File: src/rtl/fsns_pkg.sv
package fsns_pkg;

  // Widest destination the scanner supports.
  localparam int unsigned MAX_WIDTH = 64;
  localparam int unsigned PLANE_W   = 64;
  localparam int unsigned CFG_DW    = 7;
  localparam int unsigned CFG_AW    = 2;

  // Configuration register indexes.
  localparam logic [CFG_AW-1:0] REG_RADIX      = 2'd0;
  localparam logic [CFG_AW-1:0] REG_DST_BITS   = 2'd1;
  localparam logic [CFG_AW-1:0] REG_FOUR_STATE = 2'd2;

  // Radix codes.
  localparam logic [1:0] RADIX_DEC = 2'd0;
  localparam logic [1:0] RADIX_HEX = 2'd1;
  localparam logic [1:0] RADIX_OCT = 2'd2;
  localparam logic [1:0] RADIX_BIN = 2'd3;

  // Scan phases; the fourth code behaves as whitespace skipping.
  localparam logic [1:0] PH_SKIP   = 2'd0;
  localparam logic [1:0] PH_SIGN   = 2'd1;
  localparam logic [1:0] PH_DIGITS = 2'd2;

  // Character kinds within the current radix.
  localparam logic [2:0] KIND_DIGIT = 3'd0;
  localparam logic [2:0] KIND_X     = 3'd1;
  localparam logic [2:0] KIND_Z     = 3'd2;
  localparam logic [2:0] KIND_SEP   = 3'd3;
  localparam logic [2:0] KIND_NONE  = 3'd4;

  // Reset values of the registers.
  localparam logic [1:0]        RADIX_RST      = RADIX_DEC;
  localparam logic [CFG_DW-1:0] DST_BITS_RST   = 7'd32;
  localparam logic              FOUR_STATE_RST = 1'b1;

  typedef struct packed {
    logic [7:0] char_code;
    logic       end_of_input;
  } in_item_t;

  typedef struct packed {
    logic [PLANE_W-1:0] value_plane;
    logic [PLANE_W-1:0] unknown_plane;
    logic               match_ok;
    logic               ender_consumed;
    logic               sign_returned;
    logic               hit_end;
  } out_item_t;

  typedef struct packed {
    logic [1:0]        radix_mode;
    logic [CFG_DW-1:0] dst_bits;
    logic              four_state_dest;
  } cfg_t;

  typedef struct packed {
    logic       is_space;
    logic       is_dec;
    logic [3:0] dec_val;
    logic       is_x_char;
    logic       is_z_char;
    logic       is_sign;
    logic       is_minus;
    logic [2:0] kind;
    logic [3:0] digit;
  } cls_t;

endpackage

File: src/rtl/fsns_classify.sv
module fsns_classify (
  input  logic [7:0]     ch,
  input  logic [1:0]     radix_mode,
  output fsns_pkg::cls_t cls
);

  logic is_dec;
  logic is_lhex;
  logic is_uhex;

  always_comb begin
    is_dec  = (ch >= 8'h30) && (ch <= 8'h39);
    is_lhex = (ch >= 8'h61) && (ch <= 8'h66);
    is_uhex = (ch >= 8'h41) && (ch <= 8'h46);

    // Character tests that do not depend on the radix.
    cls.is_space  = (ch == 8'h20) || ((ch >= 8'h09) && (ch <= 8'h0d));
    cls.is_dec    = is_dec;
    cls.dec_val   = ch[3:0];
    cls.is_x_char = (ch == 8'h78) || (ch == 8'h58);
    cls.is_z_char = (ch == 8'h7a) || (ch == 8'h5a) || (ch == 8'h3f);
    cls.is_sign   = (ch == 8'h2b) || (ch == 8'h2d);
    cls.is_minus  = (ch == 8'h2d);

    // Kind of the character in the selected radix.
    cls.kind  = fsns_pkg::KIND_NONE;
    cls.digit = ch[3:0];
    if (ch == 8'h5f) begin
      cls.kind = fsns_pkg::KIND_SEP;
    end else if (radix_mode == fsns_pkg::RADIX_DEC) begin
      if (is_dec) cls.kind = fsns_pkg::KIND_DIGIT;
    end else if (cls.is_x_char) begin
      cls.kind = fsns_pkg::KIND_X;
    end else if (cls.is_z_char) begin
      cls.kind = fsns_pkg::KIND_Z;
    end else begin
      case (radix_mode)
        fsns_pkg::RADIX_HEX: begin
          if (is_dec) begin
            cls.kind = fsns_pkg::KIND_DIGIT;
          end else if (is_lhex || is_uhex) begin
            cls.kind  = fsns_pkg::KIND_DIGIT;
            cls.digit = ch[3:0] + 4'd9;
          end
        end
        fsns_pkg::RADIX_OCT: begin
          if ((ch >= 8'h30) && (ch <= 8'h37)) cls.kind = fsns_pkg::KIND_DIGIT;
        end
        default: begin
          if ((ch == 8'h30) || (ch == 8'h31)) cls.kind = fsns_pkg::KIND_DIGIT;
        end
      endcase
    end
  end

endmodule

File: src/rtl/fsns_step.sv
module fsns_step (
  input  logic                clk,
  input  logic                rst_n,
  input  logic                advance,
  input  fsns_pkg::in_item_t  item,
  input  fsns_pkg::cfg_t      cfg,
  output logic                emit,
  output fsns_pkg::out_item_t result
);

  localparam int unsigned PW = fsns_pkg::PLANE_W;

  fsns_pkg::cls_t cls;

  logic [1:0]    phase_r, phase_nxt;
  logic          neg_r, neg_nxt;
  logic          dseen_r, dseen_nxt;
  logic [PW-1:0] val_r, val_nxt;
  logic [PW-1:0] unk_r, unk_nxt;

  logic          raw_ok, raw_ender, raw_sgn, raw_end;
  logic [PW-1:0] raw_v, raw_u;
  logic [PW-1:0] dec_v, sh_v, sh_u;
  logic [3:0]    dig_v, dig_u;
  logic [PW-1:0] fin_v, fin_u;
  logic [PW-1:0] mask, ok_v, ok_u;

  fsns_classify u_classify (
    .ch         (item.char_code),
    .radix_mode (cfg.radix_mode),
    .cls        (cls)
  );

  // Decimal accumulate: times ten plus the digit, wrapping at the plane width.
  assign dec_v = (val_r << 3) + (val_r << 1) + PW'(cls.digit);

  // Digit bits for the shifting radices: x is unknown one, z unknown zero.
  always_comb begin
    dig_v = cls.digit;
    dig_u = 4'h0;
    if (cls.kind == fsns_pkg::KIND_X) begin
      dig_v = 4'hf;
      dig_u = 4'hf;
    end else if (cls.kind == fsns_pkg::KIND_Z) begin
      dig_v = 4'h0;
      dig_u = 4'hf;
    end
    case (cfg.radix_mode)
      fsns_pkg::RADIX_HEX: begin
        sh_v = {val_r[PW-5:0], dig_v};
        sh_u = {unk_r[PW-5:0], dig_u};
      end
      fsns_pkg::RADIX_OCT: begin
        sh_v = {val_r[PW-4:0], dig_v[2:0]};
        sh_u = {unk_r[PW-4:0], dig_u[2:0]};
      end
      default: begin
        sh_v = {val_r[PW-2:0], dig_v[0]};
        sh_u = {unk_r[PW-2:0], dig_u[0]};
      end
    endcase
  end

  // Value of a field that ends normally.
  always_comb begin
    if (cfg.radix_mode == fsns_pkg::RADIX_DEC) begin
      fin_v = neg_r ? (PW'(0) - val_r) : val_r;
      fin_u = '0;
    end else begin
      fin_v = val_r;
      fin_u = unk_r;
    end
  end

  // Phase logic for one character.
  always_comb begin
    phase_nxt = phase_r;
    neg_nxt   = neg_r;
    dseen_nxt = dseen_r;
    val_nxt   = val_r;
    unk_nxt   = unk_r;
    emit      = 1'b0;
    raw_ok    = 1'b0;
    raw_v     = '0;
    raw_u     = '0;
    raw_ender = 1'b0;
    raw_sgn   = 1'b0;
    raw_end   = 1'b0;
    case (phase_r)
      fsns_pkg::PH_SIGN: begin
        if (!item.end_of_input && cls.is_dec) begin
          val_nxt   = PW'(cls.dec_val);
          dseen_nxt = 1'b1;
          phase_nxt = fsns_pkg::PH_DIGITS;
        end else begin
          emit    = 1'b1;
          raw_sgn = 1'b1;
          raw_end = item.end_of_input;
        end
      end
      fsns_pkg::PH_DIGITS: begin
        if (item.end_of_input || (cls.kind == fsns_pkg::KIND_NONE)) begin
          emit    = 1'b1;
          raw_ok  = dseen_r;
          raw_v   = fin_v;
          raw_u   = fin_u;
          raw_end = item.end_of_input;
        end else if (cls.kind != fsns_pkg::KIND_SEP) begin
          dseen_nxt = 1'b1;
          if (cfg.radix_mode == fsns_pkg::RADIX_DEC) begin
            val_nxt = dec_v;
          end else begin
            val_nxt = sh_v;
            unk_nxt = sh_u;
          end
        end
      end
      default: begin
        phase_nxt = fsns_pkg::PH_SKIP;
        if (item.end_of_input) begin
          emit    = 1'b1;
          raw_end = 1'b1;
        end else if (cls.is_space) begin
          phase_nxt = fsns_pkg::PH_SKIP;
        end else if (cfg.radix_mode == fsns_pkg::RADIX_DEC) begin
          if (cls.is_x_char || cls.is_z_char) begin
            // A lone x or z stands for the whole value.
            emit      = 1'b1;
            raw_ok    = 1'b1;
            raw_v     = cls.is_x_char ? '1 : '0;
            raw_u     = '1;
            raw_ender = 1'b1;
          end else if (cls.is_sign) begin
            neg_nxt   = cls.is_minus;
            phase_nxt = fsns_pkg::PH_SIGN;
          end else if (cls.is_dec) begin
            val_nxt   = PW'(cls.dec_val);
            dseen_nxt = 1'b1;
            phase_nxt = fsns_pkg::PH_DIGITS;
          end else begin
            emit = 1'b1;
          end
        end else if (cls.kind == fsns_pkg::KIND_NONE) begin
          emit = 1'b1;
        end else begin
          phase_nxt = fsns_pkg::PH_DIGITS;
          if (cls.kind != fsns_pkg::KIND_SEP) begin
            dseen_nxt = 1'b1;
            val_nxt   = sh_v;
            unk_nxt   = sh_u;
          end
        end
      end
    endcase
    // Every result returns the field state to its reset values.
    if (emit) begin
      phase_nxt = fsns_pkg::PH_SKIP;
      neg_nxt   = 1'b0;
      dseen_nxt = 1'b0;
      val_nxt   = '0;
      unk_nxt   = '0;
    end
  end

  // Destination width mask, saturated at the widest destination.
  always_comb begin
    if (cfg.dst_bits >= fsns_pkg::CFG_DW'(fsns_pkg::MAX_WIDTH)) begin
      mask = (fsns_pkg::MAX_WIDTH >= PW) ? '1 :
             ((PW'(1) << fsns_pkg::MAX_WIDTH) - PW'(1));
    end else begin
      mask = (PW'(1) << cfg.dst_bits[5:0]) - PW'(1);
    end
  end

  // Result formatting: mismatch clears planes, two-state clears unknowns.
  always_comb begin
    ok_v = raw_ok ? raw_v : '0;
    ok_u = raw_ok ? raw_u : '0;
    if (!cfg.four_state_dest) begin
      ok_v = ok_v & ~ok_u;
      ok_u = '0;
    end
    result.value_plane    = ok_v & mask;
    result.unknown_plane  = ok_u & mask;
    result.match_ok       = raw_ok;
    result.ender_consumed = raw_ender;
    result.sign_returned  = raw_sgn;
    result.hit_end        = raw_end;
  end

  // Field state; it moves only when the held item advances.
  always_ff @(posedge clk) begin
    if (!rst_n) begin
      phase_r <= fsns_pkg::PH_SKIP;
      neg_r   <= 1'b0;
      dseen_r <= 1'b0;
      val_r   <= '0;
      unk_r   <= '0;
    end else if (advance) begin
      phase_r <= phase_nxt;
      neg_r   <= neg_nxt;
      dseen_r <= dseen_nxt;
      val_r   <= val_nxt;
      unk_r   <= unk_nxt;
    end
  end

endmodule

File: src/rtl/four_state_numeric_field_scanner.sv
// Timing: an accepted item is held in the input register, and its result, if any,
// is written into the result register when the item advances.
// Throughput: one item per cycle, set by the single input register to result
// register step; a stalled result holds the next item in the input register.
// Reset: synchronous, active low; clears both channels, the field state and
// the configuration registers to decimal, 32-bit, four-state.
module four_state_numeric_field_scanner (
  input  logic                                clk,
  input  logic                                rst_n,
  input  logic                                in_valid,
  output logic                                in_stall,
  input  fsns_pkg::in_item_t                  in_item,
  output logic                                out_valid,
  input  logic                                out_stall,
  output fsns_pkg::out_item_t                 out_item,
  input  logic                                cfg_we,
  input  logic [fsns_pkg::CFG_AW-1:0]         cfg_index,
  input  logic [fsns_pkg::CFG_DW-1:0]         cfg_data
);

  fsns_pkg::in_item_t  in_item_r;
  logic                in_valid_r;
  fsns_pkg::out_item_t out_item_r;
  logic                out_valid_r;
  fsns_pkg::cfg_t      cfg_r;

  logic                advance;
  logic                in_take;
  logic                emit;
  fsns_pkg::out_item_t result;

  // The held item moves on when the result register is free or being drained.
  assign advance  = in_valid_r && (!out_valid_r || !out_stall);
  assign in_stall = in_valid_r && !advance;
  assign in_take  = in_valid && !in_stall;

  assign out_valid = out_valid_r;
  assign out_item  = out_item_r;

  fsns_step u_step (
    .clk     (clk),
    .rst_n   (rst_n),
    .advance (advance),
    .item    (in_item_r),
    .cfg     (cfg_r),
    .emit    (emit),
    .result  (result)
  );

  // Input register.
  always_ff @(posedge clk) begin
    if (!rst_n) begin
      in_valid_r <= 1'b0;
    end else if (in_take) begin
      in_valid_r <= 1'b1;
    end else if (advance) begin
      in_valid_r <= 1'b0;
    end
  end

  always_ff @(posedge clk) begin
    if (in_take) begin
      in_item_r <= in_item;
    end
  end

  // Result register.
  always_ff @(posedge clk) begin
    if (!rst_n) begin
      out_valid_r <= 1'b0;
    end else if (advance && emit) begin
      out_valid_r <= 1'b1;
    end else if (!out_stall) begin
      out_valid_r <= 1'b0;
    end
  end

  always_ff @(posedge clk) begin
    if (advance && emit) begin
      out_item_r <= result;
    end
  end

  // Configuration registers.
  always_ff @(posedge clk) begin
    if (!rst_n) begin
      cfg_r.radix_mode      <= fsns_pkg::RADIX_RST;
      cfg_r.dst_bits        <= fsns_pkg::DST_BITS_RST;
      cfg_r.four_state_dest <= fsns_pkg::FOUR_STATE_RST;
    end else if (cfg_we) begin
      case (cfg_index)
        fsns_pkg::REG_RADIX:      cfg_r.radix_mode      <= cfg_data[1:0];
        fsns_pkg::REG_DST_BITS:   cfg_r.dst_bits        <= cfg_data;
        fsns_pkg::REG_FOUR_STATE: cfg_r.four_state_dest <= cfg_data[0];
        default: ;
      endcase
    end
  end

endmodule

File: config.mk
export PLATFORM = sky130hd
export DESIGN_NAME = four_state_numeric_field_scanner
export DESIGN_NICKNAME = d
export VERILOG_FILES = /design/src/rtl/fsns_pkg.sv /design/src/rtl/fsns_classify.sv /design/src/rtl/fsns_step.sv /design/src/rtl/four_state_numeric_field_scanner.sv
export SDC_FILE = /design/constraint.sdc
export NUM_CORES = 1
export LEC_CHECK = 0
export ABC_AREA = 1
export BUFFER_PORTS_ARGS = -buffer_cell sky130_fd_sc_hd__buf_2
export CAP_MARGIN = 30
export CORE_ASPECT_RATIO = 1.4
export CORE_UTILIZATION = 25
export CTS_BUF_LIST = sky130_fd_sc_hd__clkbuf_4 sky130_fd_sc_hd__clkbuf_8 sky130_fd_sc_hd__clkbuf_16
export CTS_CLUSTER_SIZE = 10
export DETAILED_ROUTE_END_ITERATION = 16
export HOLD_SLACK_MARGIN = 0.12
export PLACE_DENSITY = 0.36
export RECOVER_POWER = 100
export SLEW_MARGIN = 15
export SYNTH_ARGS = -nofsm -noshare
export SYNTH_HDL_FRONTEND = slang
export SYNTH_SLANG_ARGS = --single-unit
export TNS_END_PERCENT = 10
File: constraint.sdc
create_clock -name clk -period 8.7 [get_ports clk]
set_input_delay 0 -clock clk [delete_from_list [all_inputs] [get_ports clk]]
set_output_delay 0 -clock clk [all_outputs]
set_load 0.01 [all_outputs]
**Word level (Yosys, flattened, before mapping)**

Index checks and enable logic that the tools add are counted.

- Bits in registers: 285
- Latch bits: 0
- RAM bits: 0
- ROM bits: 0
- Input bits: 23
- Output and inout port bits: 134
- Word-level logic and storage cells: 240
- Memories: 0

- Add/sub/neg operators: 5
- Multiply operators: 0
- Divide/modulo/power cells: 0
- Order comparisons: 10
- Equality and inequality tests: 41
- Shift operators: 1
- Multiplexer cells: 120
- Bitwise gates (word level): 4
- Reduce and logical (&&, ||, !) cells: 41

Operators by type and width:

| kind | count |
|---|---|
| $mux W64 | 41 |
| $pmux W64 S2 | 6 |
| $and A64 B64 Y64 | 3 |
| $add A64 B4 Y64 | 1 |
| $add A64 B64 Y64 | 1 |
| $not A64 Y64 | 1 |
| $shl A1 B6 Y64 const A | 1 |
| $sub A1 B64 Y64 const A | 1 |
| $sub A64 B2 Y64 const B | 1 |
| $eq A8 B6 Y1 const B | 6 |
| $eq A8 B7 Y1 const B | 5 |
| $mux W4 | 10 |
| $mux W1 | 39 |
| $mux W3 | 8 |
| $mux W2 | 9 |
| $ge A8 B7 Y1 const B | 2 |
| $le A8 B6 Y1 const B | 2 |
| $le A8 B7 Y1 const B | 2 |
| $ne A5 B5 Y1 const B | 3 |
| $reduce_and A11 Y1 | 1 |
| $logic_and A1 B1 Y1 | 10 |
| $logic_or A1 B1 Y1 | 10 |
| $ne A2 B2 Y1 const B | 5 |
| $ne A3 B2 Y1 const B | 3 |
| other kinds (30) | 51 |

**Depth between registers and ports, before layout**

- Depth in word-level cells: 21
- Gate-level depth with buffers: 34
- Gate-level depth less buffers: 34

**By module**

A second synthesis with hierarchy kept.

- Cell total of the unflattened synthesis: 4244
- Area total of the unflattened synthesis: 26120.1 um2

Modules (own cells, without submodules):

| module | instances | cells each | area each (um2) |
|---|---|---|---|
| fsns_step | 1 | 3918 | 20707.4 |
| four_state_numeric_field_scanner | 1 | 221 | 4788.3 |
| fsns_classify | 1 | 105 | 624.3 |

**Least setup slack after synthesis**

OpenSTA, ideal clock, no wires.

- Kind: flip-flop to flip-flop
- Start point: register in_item_r[1] (netlist name)
- End point: register u_step.unk_r[15]
- Setup time: 0.133 ns
- Arrival: 6.052 ns
- Data required time: 8.567 ns
- Setup slack: 2.515 ns
- Cell stages (with the launch flop): 23
- Cell sequence: edfxtp_1 > inv_1 > ha_1 > nor2_1 > nor2_1 > nand2_1 > nand2_1 > nor2_1 > nand2_1 > nand2_1 > nand2_1 > nand2_1 > nand2_1 > nand2_2 > nand2_4 > nand3_4 > nand2_4 > nor2_2 > inv_1 > nand2_1 > buf_2 > clkbuf_1 > a21oi_1

- Word-level cells in the longest chain between the ends: 18
- Elaborated cells between the ends (all ways): 66

Ends and longest elaborated chain:

| element | RTL line | source |
|---|---|---|
| start: declaration | four_state_numeric_field_scanner.sv:21 | `fsns_pkg::in_item_t in_item_r;` |
| start signal: assignment | four_state_numeric_field_scanner.sv:63 | `in_item_r <= in_item;` |
| $ge A8 B7 Y1 (tied with other cells) | fsns_classify.sv:13 | `is_lhex = (ch >= 8'h61) && (ch <= 8'h66);` |
| $logic_and A1 B1 Y1, on equally long branches | fsns_classify.sv:13, fsns_classify.sv:14 |  |
| $logic_or A1 B1 Y1 | fsns_classify.sv:41 | `end else if (is_lhex \|\| is_uhex) begin` |
| $mux W7 | fsns_classify.sv:41 |  |
| $mux W3 | fsns_classify.sv:39 | `if (is_dec) begin` |
| $pmux W3 S2 | fsns_classify.sv:37 | `case (radix_mode)` |
| $mux W3 | fsns_classify.sv:34 | `end else if (cls.is_z_char) begin` |
| $mux W3 | fsns_classify.sv:32 | `end else if (cls.is_x_char) begin` |
| [2 not listed] | n/a |  |
| $eq A3 B3 Y1 | fsns_step.sv:102, fsns_step.sv:143 |  |
| $mux W1 | fsns_step.sv:143 | `end else if (cls.kind == fsns_pkg::KIND_NONE) begin` |
| $mux W1 | fsns_step.sv:125 | `end else if (cfg.radix_mode == fsns_pkg::RADIX_DEC) begin` |
| $mux W1 | fsns_step.sv:123 | `end else if (cls.is_space) begin` |
| $mux W1 | fsns_step.sv:120 | `if (item.end_of_input) begin` |
| $pmux W1 S2 | fsns_step.sv:89 | `case (phase_r)` |
| $ne A3 B3 Y1 (no source line) (tied with other cells) | n/a |  |
| $reduce_and A8 Y1 (no source line) | n/a |  |
| end signal: assignment | fsns_step.sv:204 | `unk_r <= unk_nxt;` |
| end: declaration | fsns_step.sv:19 | `logic [PW-1:0] unk_r, unk_nxt;` |

Parallel ways exist; a longest one is shown, timed or not.
A chain may end at the register's enable or synchronous reset.

==> impl_metrics.ini <==
[timing]
fin_tns_setup_ps = 0
slew_violations = 590
fin_worst_skew_ps = 19.6
finalSetupViolCount = 0
period_needed_ps = 7080
tightest_slew_ps = 3400
relSlewSlack = -1.26
rsz0062_at_grt = no
finalCritPeriodShare = 0.814
clock.fmax_mhz = 141
setup_slack_ps = 1620
hold_violations = 0

[clock_tree]
clkSinkCount = 285
post_cts_resized = 0
htree_levels = 2
cts_made_buffers = 37
clock_path_buffers = 3
clock_latency_ps = 570
cts-root-buf = clkbuf_16
cts_tree = done
clkTransAtPathRegs_ps = 60

[critical_path]
cp_top_family = buffers and inverters
cp.buffers_inverters = 6
cp_common_cell = buf_4
cp_slowest_cell = clkbuf_1
worstSetupStartpointType = register
worst_path_largest_cell_delay_ps = 2010
critPathRequiredTime_ps = 9000
crit_chain = inv_1 -> ha_1 -> buf_4 -> nand3_1 -> clkbuf_1 -> nand2_1 -> nand2_1 -> buf_4 -> inv_2 -> buf_4 -> o21ai_0 -> nor3_1
path_class = register to register
critPathArrivalTime_ps = 7380
crit_path_end_kind = register
cp_max_fo = 55

[placed_design]
pre_cts_slack_ps = 3070
dpl.hpwl_um = 101000
place_congestion = 0.917
numPortBuffers = 156

[global_route]
grt-ovfl-total = 0
grt_max_degree = 133
use_met1 = 0.275
grt_pass1_wl_um = 193000
grt.busiest_layer = met2
grt_pass1_vias = 28800
grt_util_met3 = 0.0162
track_usage = 0.236
grt_util_met2 = 0.440
antenna_found_initial = 2

[synthesis]
synth_nets = 4493
synth_top_area_share = 0.159
synth_area_leaders = nand2_1 (16%), edfxtp_1 (16%), dfxtp_1 (11%)
yosysTopAreaCell = nand2_1
async_reset_ff_frac = 0
ys.flop_type = dfxtp_1
ys_ff_latch = 285
synth_cell_types = 55
syn_area_sq_um = 27100
syn_area_per_cell_sq_um = 6.24
post-synth-top-count-cell = nand2_1
yosys_warnings = 0
synth_edf_count = 141
synth_common_cells = nand2_1 (1149), inv_1 (533), nor2_1 (437)
seq_area_frac_synth = 0.263
syn_inst = 4335

[final_layout]
seq_area_sq_um = 7120
drive_above_1_share = 0.0518
n_fill_cell = 12300
fin_nets = 4518
multi_input_area_sq_um = 16700
area_growth_pct = 11.4

[power]
ir_drop_mv = 0.0982
p_per_area_nw_per_um2 = 133
power_uw = 4000
p_leak_uw = 0.0136

[outcome]
violations = max-capacitance violations, max-slew violations
status = finished with violations

[drt]
drcViolationCount = 0
wl_per_cell_um = 22.7
first_pass_iters = 6
ant_nets = 0
routed_wirelength_um = 132000
vias = 29400
drt-initial-drc-count = 2075
routed_via_density = 5.05

[floorplanning]
rows = 142
die_y_um = 391
pin_count = 157
core_sq_um = 107000
die_area_sq_um = 110000
start_util = 0.253
fp.dieW_um = 280

[min_path]
hold_class = input port to register

[job]
maxCapViolCount = 10
[metrics by stage]
step / area, sq um / util / hold slack [ps] / cells
6_report: 30200 / 0.281 / 152 / 5827
5_1_grt: 30200 / 0.281 / 147 / 5826
4_1_cts: 30500 / 0.284 / 121 / 5825
3_5_place_dp: 29000 / 0.270 / 179 / 5729
3_3_place_gp: 29000 / 0.270 / 177 / 5729
2_1_floorplan: 27100 / - / 98.9 / 4335
[power by group]
part	switching (uW)	total (uW)	internal (uW)
logic	657	885	228
clock network	654	1580	924
registers	51.0	1530	1480
[logic make-up (layout without fill, tap and decap cells)]
| family | after synthesis | after routing | synth area share |
|---|---|---|---|
| AOI/OAI and AO/OA | 936 | 936 | 0.201 |
| buffers and inverters | 800 | 851 | 0.117 |
| xor gates and xnor gates | 56 | 56 | 0.0181 |
| other | 0 | 1 | 0 |
| adders and majority gates | 135 | 135 | 0.0630 |
| DFF | 285 | 285 | 0.263 |
| and+or+nand+nor | 2123 | 2123 | 0.337 |
[area by class of cell]
type | instances | share of cell area
Multi-Input combinational cell | 3250 | 0.553
Antenna cell | 1 | 0.0000830
Tap cell | 1440 | 0.0598
Clock buffer | 56 | 0.0360
Timing Repair Buffer | 235 | 0.0422
Clock inverter | 9 | 0.00340
Sequential cell | 285 | 0.236
Inverter | 551 | 0.0690
[timing repair]
action / in CTS / in global routing
endpoints found under the hold margin: 54 / 0
setup buffers: 0 / 0
hold buffers: 31 / 0
[layout by cell type, fill, tap and decap left out, types with 9 or more instances in the layout]
master | synthesis | layout
nand3_2 | 44 | 43
o31ai_1 | 12 | 12
dfxtp_1 | 144 | 143
xor2_1 | 36 | 36
nor2_2 | 10 | 9
buf_4 | 9 | 42
nor3_1 | 101 | 101
nor2_1 | 437 | 436
a211oi_1 | 28 | 28
a21oi_2 | 29 | 11
o221ai_1 | 39 | 39
a221o_1 | 13 | 13
nand3_1 | 251 | 253
inv_1 | 533 | 531
nand2_1 | 1149 | 1153
dlygate4sd3_1 | 0 | 31
o21ai_0 | 397 | 398
xnor2_1 | 20 | 20
clkbuf_1 | 167 | 138
nand3b_1 | 16 | 16
ha_1 | 133 | 132
clkbuf_16 | 0 | 38
o22ai_1 | 61 | 61
inv_2 | 15 | 13
and3_1 | 15 | 15
o211ai_1 | 69 | 69
clkbuf_4 | 0 | 18
nor4_1 | 22 | 22
edfxtp_1 | 141 | 141
a21oi_1 | 244 | 262
nand4_1 | 48 | 48
buf_2 | 46 | 21
[state kept, by name, indices dropped and copies added, names as in the netlist]
signal and count:
in_item_r 9, u_step.neg_r 1, u_step.val_r 64, out_item 132, u_step.dseen_r 1, u_step.unk_r 64
out_valid 1, in_valid_r 1, u_step.phase_r 2, cfg_r 10
[worst paths after layout]
path | start | end | slack (ps) | cells past startpoint
worst max register to register | u_step.phase_r[0]$_SDFFE_PN0P_ | out_item[104]$_DFFE_PP_ | 1620 | 12
worst min-delay path | in_item[0] | in_item_r[0]$_DFFE_PP_ | 150 | 2
worst max-delay path | u_step.phase_r[0]$_SDFFE_PN0P_ | out_item[104]$_DFFE_PP_ | 1620 | 12
worst min register to register | u_step.phase_r[1]$_SDFFE_PN0P_ | u_step.phase_r[1]$_SDFFE_PN0P_ | 500 | 2
[layer usage]
metal / up-vias / wire length [um]
met3: 199 / 3930
met5: - / 14
met2: 692 / 68200
met4: 2 / 5760
li1: 14500 / -
met1: 14100 / 54100
[worst reg2reg max path, cell delays in order (launching register included)]
cell	delay, ps
dfxtp_1	350
inv_1	60
ha_1	1090
buf_4	770
nand3_1	190
clkbuf_1	2010
nand2_1	780
nand2_1	200
buf_4	390
inv_2	430
buf_4	360
o21ai_0	110
nor3_1	90
Note: power is estimated with default switching activity, not from simulation.
